[config.mk]
export PLATFORM = sky130hd
export DESIGN_NAME = lidar_sector_min_steering
export DESIGN_NICKNAME = d
export VERILOG_FILES = /design/src/hw/rtl/lsms_pkg.sv /design/src/hw/rtl/lidar_sector_min_steering.sv /design/src/hw/rtl/lsms_ctrl.sv /design/src/hw/rtl/lsms_dp.sv
export SDC_FILE = /design/constraint.sdc
export NUM_CORES = 2
export LEC_CHECK = 0
export BUFFER_PORTS_ARGS = -buffer_cell sky130_fd_sc_hd__buf_2
export CAP_MARGIN = 0
export CORE_UTILIZATION = 35
export DETAILED_ROUTE_END_ITERATION = 16
export GPL_TIMING_DRIVEN = 0
export PLACE_DENSITY_LB_ADDON = 0.05
export SETUP_SLACK_MARGIN = 0.02
export SYNTH_ARGS = -nofsm -noshare
export SYNTH_HDL_FRONTEND = slang
export SYNTH_SLANG_ARGS = --single-unit
export TNS_END_PERCENT = 10
[constraint.sdc]
create_clock -name aclk -period 11 [get_ports aclk]
set_input_delay 0.55 -clock aclk [delete_from_list [all_inputs] [get_ports aclk]]
set_output_delay 0.55 -clock aclk [all_outputs]
set_load 0.005 [all_outputs]
[src/hw/rtl/lsms_pkg.sv]
// shared constants, widths and command struct for the lidar sector minimum steering block
package lsms_pkg;

    localparam int MAX_SAMPLES = 4096;
    localparam int CNT_W       = $clog2(MAX_SAMPLES + 1);
    localparam int IDX_W       = 12;
    localparam int RANGE_W     = 16;
    localparam int HEAD_W      = 15;
    localparam int START_W     = 15;
    localparam int STEP_W      = 13;
    localparam int SHIFT_W     = 15;
    localparam int GAIN_W      = 12;
    localparam int ACC_W       = 26;
    localparam int GP_W        = 39;
    localparam int ROT_W       = 13;
    localparam int TGT_W       = 17;

    localparam int CFG_IDX_W   = 3;
    localparam int CFG_DATA_W  = 16;
    localparam int S_DATA_W    = 32;
    localparam int M_DATA_W    = 48;

    // register indexes
    localparam logic [CFG_IDX_W-1:0] REG_RANGE_MIN  = 3'd0;
    localparam logic [CFG_IDX_W-1:0] REG_RANGE_MAX  = 3'd1;
    localparam logic [CFG_IDX_W-1:0] REG_START_ANG  = 3'd2;
    localparam logic [CFG_IDX_W-1:0] REG_ANGLE_STEP = 3'd3;
    localparam logic [CFG_IDX_W-1:0] REG_HEAD_SHIFT = 3'd4;
    localparam logic [CFG_IDX_W-1:0] REG_STEER_GAIN = 3'd5;

    // register reset values
    localparam logic [RANGE_W-1:0]        RST_RANGE_MIN  = 16'd100;
    localparam logic [RANGE_W-1:0]        RST_RANGE_MAX  = 16'd30000;
    localparam logic signed [START_W-1:0] RST_START_ANG  = -15'sd12868;
    localparam logic signed [STEP_W-1:0]  RST_ANGLE_STEP = 13'sd7;
    localparam logic signed [SHIFT_W-1:0] RST_HEAD_SHIFT = 15'sd0;
    localparam logic [GAIN_W-1:0]         RST_STEER_GAIN = 12'd256;

    // request kinds carried on tuser
    localparam logic KIND_SAMPLE   = 1'b0;
    localparam logic KIND_SCAN_END = 1'b1;

    // fixed-point angle constants, radians * 4096, and the rounding half for the steering shift
    localparam logic signed [ACC_W-1:0] SECTOR_LOW  = -26'sd3217;
    localparam logic signed [GP_W-1:0]  ROUND_HALF  = 39'sd128;
    localparam logic signed [GP_W-1:0]  STEER_HI    = 39'sd2048;
    localparam logic signed [GP_W-1:0]  STEER_LO    = -39'sd2048;
    localparam logic signed [TGT_W-1:0] PI_Q12      = 17'sd12868;
    localparam logic signed [TGT_W-1:0] NEG_PI_Q12  = -17'sd12868;
    localparam logic signed [TGT_W-1:0] TWO_PI_Q12  = 17'sd25736;

    typedef struct packed {
        logic sample_step;
        logic scan_end;
        logic scale;
        logic load_out;
    } lsms_cmd_t;

endpackage

[src/hw/rtl/lidar_sector_min_steering.sv]
// top level: lidar right-sector nearest obstacle finder with yaw steering
// range samples are taken one per cycle while s_tready is high and give no result
// an end-of-scan request passes through the scale and final states and then raises m_tvalid
// (step times index, gain multiply, round/clamp/wrap into the output register)
// no request is taken in those states, and the final state waits while a result is still held
// samples keep flowing while a result waits on m_tready; the next end of scan then stalls there
// aresetn is synchronous: config registers return to their defaults and the scan is cleared
module lidar_sector_min_steering (
    input  logic                              aclk,
    input  logic                              aresetn,
    input  logic                              cfg_wr_en,
    input  logic [lsms_pkg::CFG_IDX_W-1:0]    cfg_index,
    input  logic [lsms_pkg::CFG_DATA_W-1:0]   cfg_wr_data,
    input  logic                              s_tvalid,
    output logic                              s_tready,
    // sample_range[15:0], current_heading[30:16], zero pad
    input  logic [lsms_pkg::S_DATA_W-1:0]     s_tdata,
    // kind
    input  logic                              s_tuser,
    output logic                              m_tvalid,
    input  logic                              m_tready,
    // nearest_range[15:0], nearest_index[27:16], target_heading[42:28], zero pad
    output logic [lsms_pkg::M_DATA_W-1:0]     m_tdata
);

    localparam int HEAD_LO = lsms_pkg::RANGE_W;
    localparam int TGT_LO  = lsms_pkg::RANGE_W + lsms_pkg::IDX_W;
    localparam int S_PAD   = lsms_pkg::S_DATA_W - lsms_pkg::RANGE_W - lsms_pkg::HEAD_W;
    localparam int M_PAD   = lsms_pkg::M_DATA_W - TGT_LO - lsms_pkg::HEAD_W;

    lsms_pkg::lsms_cmd_t                cmd;
    logic [lsms_pkg::RANGE_W-1:0]       nearest_range;
    logic [lsms_pkg::IDX_W-1:0]         nearest_index;
    logic signed [lsms_pkg::HEAD_W-1:0] target_heading;

    lsms_ctrl u_ctrl (
        .aclk     (aclk),
        .aresetn  (aresetn),
        .s_tvalid (s_tvalid),
        .s_tuser  (s_tuser),
        .s_tready (s_tready),
        .m_tvalid (m_tvalid),
        .m_tready (m_tready),
        .cmd      (cmd)
    );

    lsms_dp u_dp (
        .aclk            (aclk),
        .aresetn         (aresetn),
        .cfg_wr_en       (cfg_wr_en),
        .cfg_index       (cfg_index),
        .cfg_wr_data     (cfg_wr_data),
        .cmd             (cmd),
        .sample_range    (s_tdata[lsms_pkg::RANGE_W-1:0]),
        .current_heading ($signed(s_tdata[HEAD_LO +: lsms_pkg::HEAD_W])),
        .nearest_range   (nearest_range),
        .nearest_index   (nearest_index),
        .target_heading  (target_heading)
    );

    assign m_tdata = {{M_PAD{1'b0}}, target_heading, nearest_index, nearest_range};

    // upper pad bits of s_tdata carry nothing
    logic [S_PAD-1:0] s_pad_unused;
    assign s_pad_unused = s_tdata[lsms_pkg::S_DATA_W-1 -: S_PAD];

endmodule

[src/hw/rtl/lsms_ctrl.sv]
// controller: request handshake, end-of-scan sequencing and result slot
module lsms_ctrl (
    input  logic                aclk,
    input  logic                aresetn,
    input  logic                s_tvalid,
    input  logic                s_tuser,
    output logic                s_tready,
    output logic                m_tvalid,
    input  logic                m_tready,
    output lsms_pkg::lsms_cmd_t cmd
);

    typedef enum logic [1:0] {ST_RUN, ST_SCALE, ST_FIN} state_t;

    state_t state_reg, state_next;
    logic   out_valid_reg, out_valid_next;
    logic   in_accept;

    always_comb begin
        in_accept       = (state_reg == ST_RUN) && s_tvalid;
        cmd.sample_step = in_accept && (s_tuser == lsms_pkg::KIND_SAMPLE);
        cmd.scan_end    = in_accept && (s_tuser == lsms_pkg::KIND_SCAN_END);
        cmd.scale       = (state_reg == ST_SCALE);
        cmd.load_out    = (state_reg == ST_FIN) && (!out_valid_reg || m_tready);

        state_next = state_reg;
        unique case (state_reg)
            ST_RUN: begin
                if (cmd.scan_end) state_next = ST_SCALE;
            end
            ST_SCALE: state_next = ST_FIN;
            ST_FIN: begin
                if (cmd.load_out) state_next = ST_RUN;
            end
            default: state_next = ST_RUN;
        endcase

        if (cmd.load_out) begin
            out_valid_next = 1'b1;
        end else if (m_tready) begin
            out_valid_next = 1'b0;
        end else begin
            out_valid_next = out_valid_reg;
        end
    end

    always_ff @(posedge aclk) begin
        if (!aresetn) begin
            state_reg     <= ST_RUN;
            out_valid_reg <= 1'b0;
        end else begin
            state_reg     <= state_next;
            out_valid_reg <= out_valid_next;
        end
    end

    assign s_tready = (state_reg == ST_RUN);
    assign m_tvalid = out_valid_reg;

endmodule

[src/hw/rtl/lsms_dp.sv]
// datapath: config registers, sector minimum tracking and steering arithmetic
module lsms_dp (
    input  logic                                aclk,
    input  logic                                aresetn,
    input  logic                                cfg_wr_en,
    input  logic [lsms_pkg::CFG_IDX_W-1:0]      cfg_index,
    input  logic [lsms_pkg::CFG_DATA_W-1:0]     cfg_wr_data,
    input  lsms_pkg::lsms_cmd_t                 cmd,
    input  logic [lsms_pkg::RANGE_W-1:0]        sample_range,
    input  logic signed [lsms_pkg::HEAD_W-1:0]  current_heading,
    output logic [lsms_pkg::RANGE_W-1:0]        nearest_range,
    output logic [lsms_pkg::IDX_W-1:0]          nearest_index,
    output logic signed [lsms_pkg::HEAD_W-1:0]  target_heading
);

    // configuration
    logic [lsms_pkg::RANGE_W-1:0]        range_min_reg, range_max_reg;
    logic signed [lsms_pkg::START_W-1:0] start_reg;
    logic signed [lsms_pkg::STEP_W-1:0]  step_reg;
    logic signed [lsms_pkg::SHIFT_W-1:0] shift_reg;
    logic [lsms_pkg::GAIN_W-1:0]         gain_reg;

    // scan state
    logic [lsms_pkg::CNT_W-1:0]          cnt_reg;
    logic signed [lsms_pkg::ACC_W-1:0]   run_ang_reg;
    logic [lsms_pkg::RANGE_W-1:0]        best_range_reg;
    logic [lsms_pkg::IDX_W-1:0]          best_index_reg;

    // end-of-scan pipeline
    logic signed [lsms_pkg::ACC_W-1:0]   idx_prod_reg;
    logic signed [lsms_pkg::GP_W-1:0]    gain_prod_reg;
    logic signed [lsms_pkg::HEAD_W-1:0]  head_reg;
    logic [lsms_pkg::RANGE_W-1:0]        res_range_reg;
    logic [lsms_pkg::IDX_W-1:0]          res_index_reg;
    logic [lsms_pkg::RANGE_W-1:0]        out_range_reg;
    logic [lsms_pkg::IDX_W-1:0]          out_index_reg;
    logic signed [lsms_pkg::HEAD_W-1:0]  out_head_reg;

    logic                                cnt_zero, cnt_full, hit;
    logic signed [lsms_pkg::ACC_W-1:0]   start_x, step_x, shift_x, ang_cur, idx_x;
    logic signed [lsms_pkg::ACC_W-1:0]   angle_sum;
    logic signed [lsms_pkg::GP_W-1:0]    angle_gx, gain_gx, rsum, rquot;
    logic [lsms_pkg::RANGE_W-1:0]        cur_best;
    logic [lsms_pkg::IDX_W-1:0]          cur_index;
    logic signed [lsms_pkg::ROT_W-1:0]   rot;
    logic signed [lsms_pkg::TGT_W-1:0]   tgt_raw, tgt_wrap;

    always_comb begin
        cnt_zero = (cnt_reg == '0);
        cnt_full = (cnt_reg == lsms_pkg::CNT_W'(lsms_pkg::MAX_SAMPLES));
        start_x  = lsms_pkg::ACC_W'(start_reg);
        step_x   = lsms_pkg::ACC_W'(step_reg);
        shift_x  = lsms_pkg::ACC_W'(shift_reg);

        // a fresh scan starts from the current registers
        ang_cur   = cnt_zero ? start_x : run_ang_reg;
        cur_best  = cnt_zero ? range_max_reg : best_range_reg;
        cur_index = cnt_zero ? '0 : best_index_reg;

        // sign bit set means the beam angle is below zero
        hit = (sample_range >= range_min_reg) && (sample_range <= range_max_reg)
            && (ang_cur > lsms_pkg::SECTOR_LOW) && ang_cur[lsms_pkg::ACC_W-1]
            && (sample_range < cur_best);

        idx_x = lsms_pkg::ACC_W'($signed({1'b0, cur_index}));

        angle_sum = idx_prod_reg + start_x + shift_x;
        angle_gx  = lsms_pkg::GP_W'(angle_sum);
        gain_gx   = lsms_pkg::GP_W'($signed({1'b0, gain_reg}));

        // round half up then clamp to half a radian
        rsum  = gain_prod_reg + lsms_pkg::ROUND_HALF;
        rquot = rsum >>> 8;
        if (rquot > lsms_pkg::STEER_HI) begin
            rot = lsms_pkg::ROT_W'(lsms_pkg::STEER_HI);
        end else if (rquot < lsms_pkg::STEER_LO) begin
            rot = lsms_pkg::ROT_W'(lsms_pkg::STEER_LO);
        end else begin
            rot = rquot[lsms_pkg::ROT_W-1:0];
        end

        tgt_raw = lsms_pkg::TGT_W'(head_reg) - lsms_pkg::TGT_W'(rot);
        // one turn of correction covers every heading code
        if (tgt_raw < lsms_pkg::NEG_PI_Q12) begin
            tgt_wrap = tgt_raw + lsms_pkg::TWO_PI_Q12;
        end else if (tgt_raw > lsms_pkg::PI_Q12) begin
            tgt_wrap = tgt_raw - lsms_pkg::TWO_PI_Q12;
        end else begin
            tgt_wrap = tgt_raw;
        end
    end

    always_ff @(posedge aclk) begin
        if (!aresetn) begin
            range_min_reg <= lsms_pkg::RST_RANGE_MIN;
            range_max_reg <= lsms_pkg::RST_RANGE_MAX;
            start_reg     <= lsms_pkg::RST_START_ANG;
            step_reg      <= lsms_pkg::RST_ANGLE_STEP;
            shift_reg     <= lsms_pkg::RST_HEAD_SHIFT;
            gain_reg      <= lsms_pkg::RST_STEER_GAIN;
        end else if (cfg_wr_en) begin
            unique case (cfg_index)
                lsms_pkg::REG_RANGE_MIN:  range_min_reg <= cfg_wr_data;
                lsms_pkg::REG_RANGE_MAX:  range_max_reg <= cfg_wr_data;
                lsms_pkg::REG_START_ANG:  start_reg <= cfg_wr_data[lsms_pkg::START_W-1:0];
                lsms_pkg::REG_ANGLE_STEP: step_reg  <= cfg_wr_data[lsms_pkg::STEP_W-1:0];
                lsms_pkg::REG_HEAD_SHIFT: shift_reg <= cfg_wr_data[lsms_pkg::SHIFT_W-1:0];
                lsms_pkg::REG_STEER_GAIN: gain_reg  <= cfg_wr_data[lsms_pkg::GAIN_W-1:0];
                default: ;
            endcase
        end
    end

    always_ff @(posedge aclk) begin
        if (!aresetn) begin
            cnt_reg <= '0;
        end else if (cmd.scan_end) begin
            cnt_reg <= '0;
        end else if (cmd.sample_step && !cnt_full) begin
            cnt_reg <= cnt_reg + 1'b1;
        end
    end

    always_ff @(posedge aclk) begin
        if (cmd.sample_step && !cnt_full) begin
            run_ang_reg    <= ang_cur + step_x;
            best_range_reg <= hit ? sample_range : cur_best;
            best_index_reg <= hit ? cnt_reg[lsms_pkg::IDX_W-1:0] : cur_index;
        end
        if (cmd.scan_end) begin
            res_range_reg <= cur_best;
            res_index_reg <= cur_index;
            head_reg      <= current_heading;
            idx_prod_reg  <= step_x * idx_x;
        end
        if (cmd.scale) begin
            gain_prod_reg <= gain_gx * angle_gx;
        end
        if (cmd.load_out) begin
            out_range_reg <= res_range_reg;
            out_index_reg <= res_index_reg;
            out_head_reg  <= tgt_wrap[lsms_pkg::HEAD_W-1:0];
        end
    end

    assign nearest_range  = out_range_reg;
    assign nearest_index  = out_index_reg;
    assign target_heading = out_head_reg;

endmodule

# Word level (Yosys, flattened, before mapping)
# Index checks and enable logic that the tools add are counted.
dict set report word_totals {
  ff_bits 308
  out_inout_bits 50
  input_bits 57
}
dict set report classes {
  n_mul 2
  n_reduce_logical 24
  order_cmp 8
  n_bitwise 2
  n_eq_ne 10
  mux 14
  n_addsub 8
}
# operator n
set op_table {}
lappend op_table {{adder 26 x 15 -> 26 bit} 2}
lappend op_table {{adder 39 x 9 -> 39 bit (second input constant)} 1}
lappend op_table {{multiplier 13 x 26 -> 39 bit} 1}
lappend op_table {{two-way mux 16 bit} 2}
lappend op_table {{> comparator 31 x 13 -> 1 bit (second input constant)} 1}
lappend op_table {{< comparator 31 x 12 -> 1 bit (second input constant)} 1}
lappend op_table {{two-way mux 15 bit} 2}
lappend op_table {{adder 26 x 13 -> 26 bit} 1}
lappend op_table {{> comparator 26 x 13 -> 1 bit (second input constant)} 1}
lappend op_table {{multiplier 13 x 13 -> 26 bit} 1}
lappend op_table {{two-way mux 13 bit} 2}
lappend op_table {{two-way mux 26 bit} 1}
lappend op_table {{two-way mux 12 bit} 2}
lappend op_table {{>= comparator 16 bit} 1}
lappend op_table {{> comparator 16 x 15 -> 1 bit (second input constant)} 1}
lappend op_table {{<= comparator 16 bit} 1}
lappend op_table {{< comparator 16 x 15 -> 1 bit (second input constant)} 1}
lappend op_table {{< comparator 16 bit} 1}
lappend op_table {{subtractor 15 x 13 -> 16 bit} 1}
lappend op_table {{adder 15 x 14 -> 15 bit (second input constant)} 1}
lappend op_table {{subtractor 15 x 14 -> 15 bit (second input constant)} 1}
lappend op_table {{AND reduction 2 bit} 7}
lappend op_table {{adder 13 x 1 -> 13 bit (second input constant)} 1}
lappend op_table {{equality test 13 bit (second input constant)} 1}
lappend op_table {{other kinds (19)} 33}

# Longest topological paths before layout
dict set report depth {
  word_depth 8
  mapped_depth 36
  depth_no_buf 35
}

# Hierarchy
# Synthesis repeated with hierarchy kept, for this count alone.
dict set report unflattened {
  cells_unflattened 3540
  area_unflattened_um2 33419.6
}
# module cells_per_inst instances area_each_um2
set by_module_without_submodules {}
lappend by_module_without_submodules {lsms_dp 3519 1 33226.9}
lappend by_module_without_submodules {lsms_ctrl 15 1 151.4}
lappend by_module_without_submodules {lidar_sector_min_steering 6 1 41.3}

# Least setup slack after synthesis
# Ideal clock, no wire load.
dict set report synth_path {
  kind {register to register}
  start {register u_dp.idx_prod_reg[1] (netlist bit)}
  end {register u_dp.gain_prod_reg[37] (netlist bit), data pin}
  setup_slack_ns 2.741
  n_path_buf 1
  path_stages_with_launch 37
  arrival_ns 8.002
  setup_ns 0.258
  required_time_ns 10.742
  path_cell_list {edfxtp_1 inv_1 fa_1 inv_1 ha_1 fa_1 a21o_1 a21oi_1 o21a_1 nor2_1 a21oi_1 a21oi_1 a21o_1 a21oi_1 xnor2_1 clkbuf_1 and2_1 fa_1 inv_1 fa_1 inv_1 fa_1 fa_1 inv_1 fa_1 inv_1 ha_1 a2111oi_0 o21ai_0 a211oi_1 o21ai_0 o21ai_0 a31oi_1 o21ai_0 o311ai_0 a21oi_1 xnor2_1}
}
dict set report synth_via {
  elab_chain_len 3
}
# element line_no
set synth_rtl {}
lappend synth_rtl {{start, declared} lsms_dp.sv:30} ;# logic signed [lsms_pkg::ACC_W-1:0] idx_prod_reg;
lappend synth_rtl {{start signal, assigned} lsms_dp.sv:134} ;# idx_prod_reg <= step_x * idx_x;
lappend synth_rtl {{adder 26 x 15 -> 26 bit (2 in a row)} lsms_dp.sv:67} ;# angle_sum = idx_prod_reg + start_x + shift_x;
lappend synth_rtl {{multiplier 13 x 26 -> 39 bit} lsms_dp.sv:137} ;# gain_prod_reg <= gain_gx * angle_gx;
lappend synth_rtl {{end signal, assigned} lsms_dp.sv:137}
lappend synth_rtl {{end, declared} lsms_dp.sv:31} ;# logic signed [lsms_pkg::GP_W-1:0] gain_prod_reg;
# No other way between the ends.
# A chain may end at the register's enable or synchronous reset.

# Final worst setup path
# Same ends and word-level chain as after synthesis.

==> results_dict.tcl <==
set metrics [dict create \
    hold_buffers 0 \
    fmax_mhz 99.6 \
    hold_viol 0 \
    max_stage_delay_ns 0.58 \
    p_leak_nw 16.8 \
    die_area_um2 98700 \
    finalCritPeriodShare 0.913 \
    numCtsBuffers 40 \
    cp-end-kind "register" \
    area_growth_pct 10.5 \
    htree_num_levels 2 \
    grt_usage 0.198 \
    crit_required_ns 11.29 \
    initial_core_util 0.353 \
    cts_setup_buffers 0 \
    min_period_ns 10.04 \
    drive_gt1_frac 0.0580 \
    clk_pin_slew_ns 0.06 \
    syn_area_per_cell_um2 9.28 \
    gp_congestion 0.851 \
    drc_errors 0 \
    maxCapViolCount 0 \
    slew_headroom 0.170 \
    hpwl_mm 79.1 \
    cts_tree "built" \
    io_pins 107 \
    grt_first_pass_wirelength_mm 151 \
    tightest_slew_ns 1.21 \
    final_antenna_net_count 0 \
    fin_tns_setup_ns 0 \
    fp.dieW_um 314 \
    status "completed" \
    cp-startpoint "u_dp.idx_prod_reg[1]" \
    yosys.area.top_type "fa_1" \
    holdCritStartpoint "s_tdata[25]" \
    cp_max_fo 10 \
    ys_seq_area_frac 0.235 \
    grt_pass1_vias 25800 \
    root_buffer "clkbuf_16" \
    setup_viol 0 \
    vias 24800 \
    hp-class "input pin to register" \
    antenna_found_initial 0 \
    dp.cells 5062 \
    rows 114 \
    worstSkewPairLatency_ns 0.59 \
    synth_ff_type "edfxtp_1" \
    crit_type "register to register" \
    grt_max_degree 40 \
    cp.arrival_ns 10.32 \
    syn_inst 3676 \
    rr_startpoint "u_dp.idx_prod_reg[1]" \
    slowest_stage "clkbuf_1" \
    synth_area_leaders "fa_1 (27%), edfxtp_1 (17%), ha_1 (9.5%)" \
    vias_per_cell 4.83 \
    rsz0062_at_grt "false" \
    async_flop_share 0 \
    drt-wirelength-per-cell_um 18.6 \
    routed_wl_mm 95.5 \
    core_area_um2 96600 \
    maxSlewViolCount 0 \
    fin_nets 4598 \
    drtIter0Drc 1189 \
    yosys_register_bits 301 \
    startpoint_type "register" \
    clock_path_buffers 3 \
    ir_drop_uv 92.4 \
    fin_cells 5137 \
    ys_warn_count 0 \
    post_cts_resize_count 0 \
    io_buffers 99 \
    die_height_um 314 \
    synth_cell_types 80 \
    synth-edff-count 198 \
    crit_top_cell "fa_1" \
    clkSinkCount 301 \
    yosysTopAreaCellShare 0.266 \
    worst_clock_skew_ns 0.0470 \
    first_pass_iters 5 \
    global_route.overflow_total 0 \
    powerDensity_nw_per_um2 111 \
    largest_reg_flops 32 \
    syn_area_um2 34100 \
]
synth_stat cells (4+ instances only):
cell type	number
mux2_2	14
a21oi_1	103
nor3_1	34
a211oi_1	19
or3_1	13
or2_2	9
mux2_1	18
xnor2_1	94
and3_1	98
buf_2	5
nand2_1	540
a31oi_1	17
and4_1	6
o22ai_1	11
dfxtp_1	103
o21ai_0	91
o311ai_0	4
o21bai_1	6
a211o_1	4
nand4_1	26
nand2b_1	33
nor4_1	18
buf_4	8
nor2_1	131
edfxtp_1	198
clkbuf_1	148
o31ai_1	9
mux2i_1	4
o211a_1	6
inv_1	605
ha_1	260
a311o_1	8
and2_1	159
fa_1	453
o21a_1	24
nor3b_1	5
or2_1	4
a21boi_0	71
xor2_1	54
nor2b_1	39
o211ai_1	27
nand3_1	77
buf_1	4
a21o_1	57
report_power, final:
part / switching [mW] / internal, mW / total, mW
logic: 0.942 / 0.575 / 1.52
clock network: 0.552 / 0.752 / 1.30
registers: 0.0417 / 1.31 / 1.35
placed cells by master (no fill, tap or decap), types with 104 or more instances in the layout:
cell type	instances
ha_1	260
buf_2	104
clkbuf_1	157
nor2_1	131
fa_1	453
nand2_1	540
edfxtp_1	198
and2_1	159
inv_1	605
through the flow:
stage	power [mW]	instance area (um2)	hold slack [ns]	util	setup WS [ns]
floorplan	2.48	34100	0.400	-	2.74
global placement	2.91	36200	0.403	0.375	0.0971
detailed placement	2.91	36400	0.405	0.377	0.980
CTS	4.25	37700	0.108	0.390	0.906
global route	4.50	37700	0.117	0.390	0.0778
finish	4.17	37700	0.151	0.390	0.962
routing by layer:
layer / GRT usage / part of all wire
met5: 0 / 0
met4: 0.0629 / 0.033
met3: 0.0247 / 0.037
met2: 0.321 / 0.46
met1: 0.273 / 0.47
logic make-up after synthesis:
logic type                 share of synthesized area
AOI/OAI and AO/OA                             0.0972
xor gates and xnor gates                      0.0380
adders and majority gates                      0.361
buffers and inverters                         0.0859
DFF                                            0.235
muxes                                         0.0117
other                                       0.000110
and+or+nand+nor                                0.171
layout make-up:
| type | instances | area (um2) |
|---|---|---|
| timing repair buffer | 106 | 628 |
| sequential | 301 | 8010 |
| fill | 9883 | 58900 |
| tap | 1276 | 1600 |
| inverter | 605 | 2270 |
| clock inverter | 19 | 173 |
| clock buffer | 55 | 1130 |
| multi-input combinational | 2608 | 23200 |
| antenna | 1 | 2.50 |
| buffer | 166 | 661 |
worst paths after layout:
| check | end | slack, ns | depth (start not counted) |
|---|---|---|---|
| worst max-delay path | u_dp.gain_prod_reg[37] | 0.96 | 34 |
| worst min-delay path | u_dp.head_reg[9] | 0.15 | 1 |
| worst max register to register | u_dp.gain_prod_reg[37] | 0.96 | 34 |
| worst min register to register | u_dp.nearest_range[13] | 0.41 | 0 |
worst max-delay path, delay by kind of cell (launching register included):
kind	cells	cell delay (ns)
AO/OA/AOI/OAI	14	3.67
adder cells (fa/ha/maj)	9	3.85
flip-flops	1	0.39
AND/OR/NAND/NOR	2	0.30
buffers and inverters	7	0.98
XOR/XNOR	2	0.53
No activity file was read; power rests on OpenSTA's default activity.
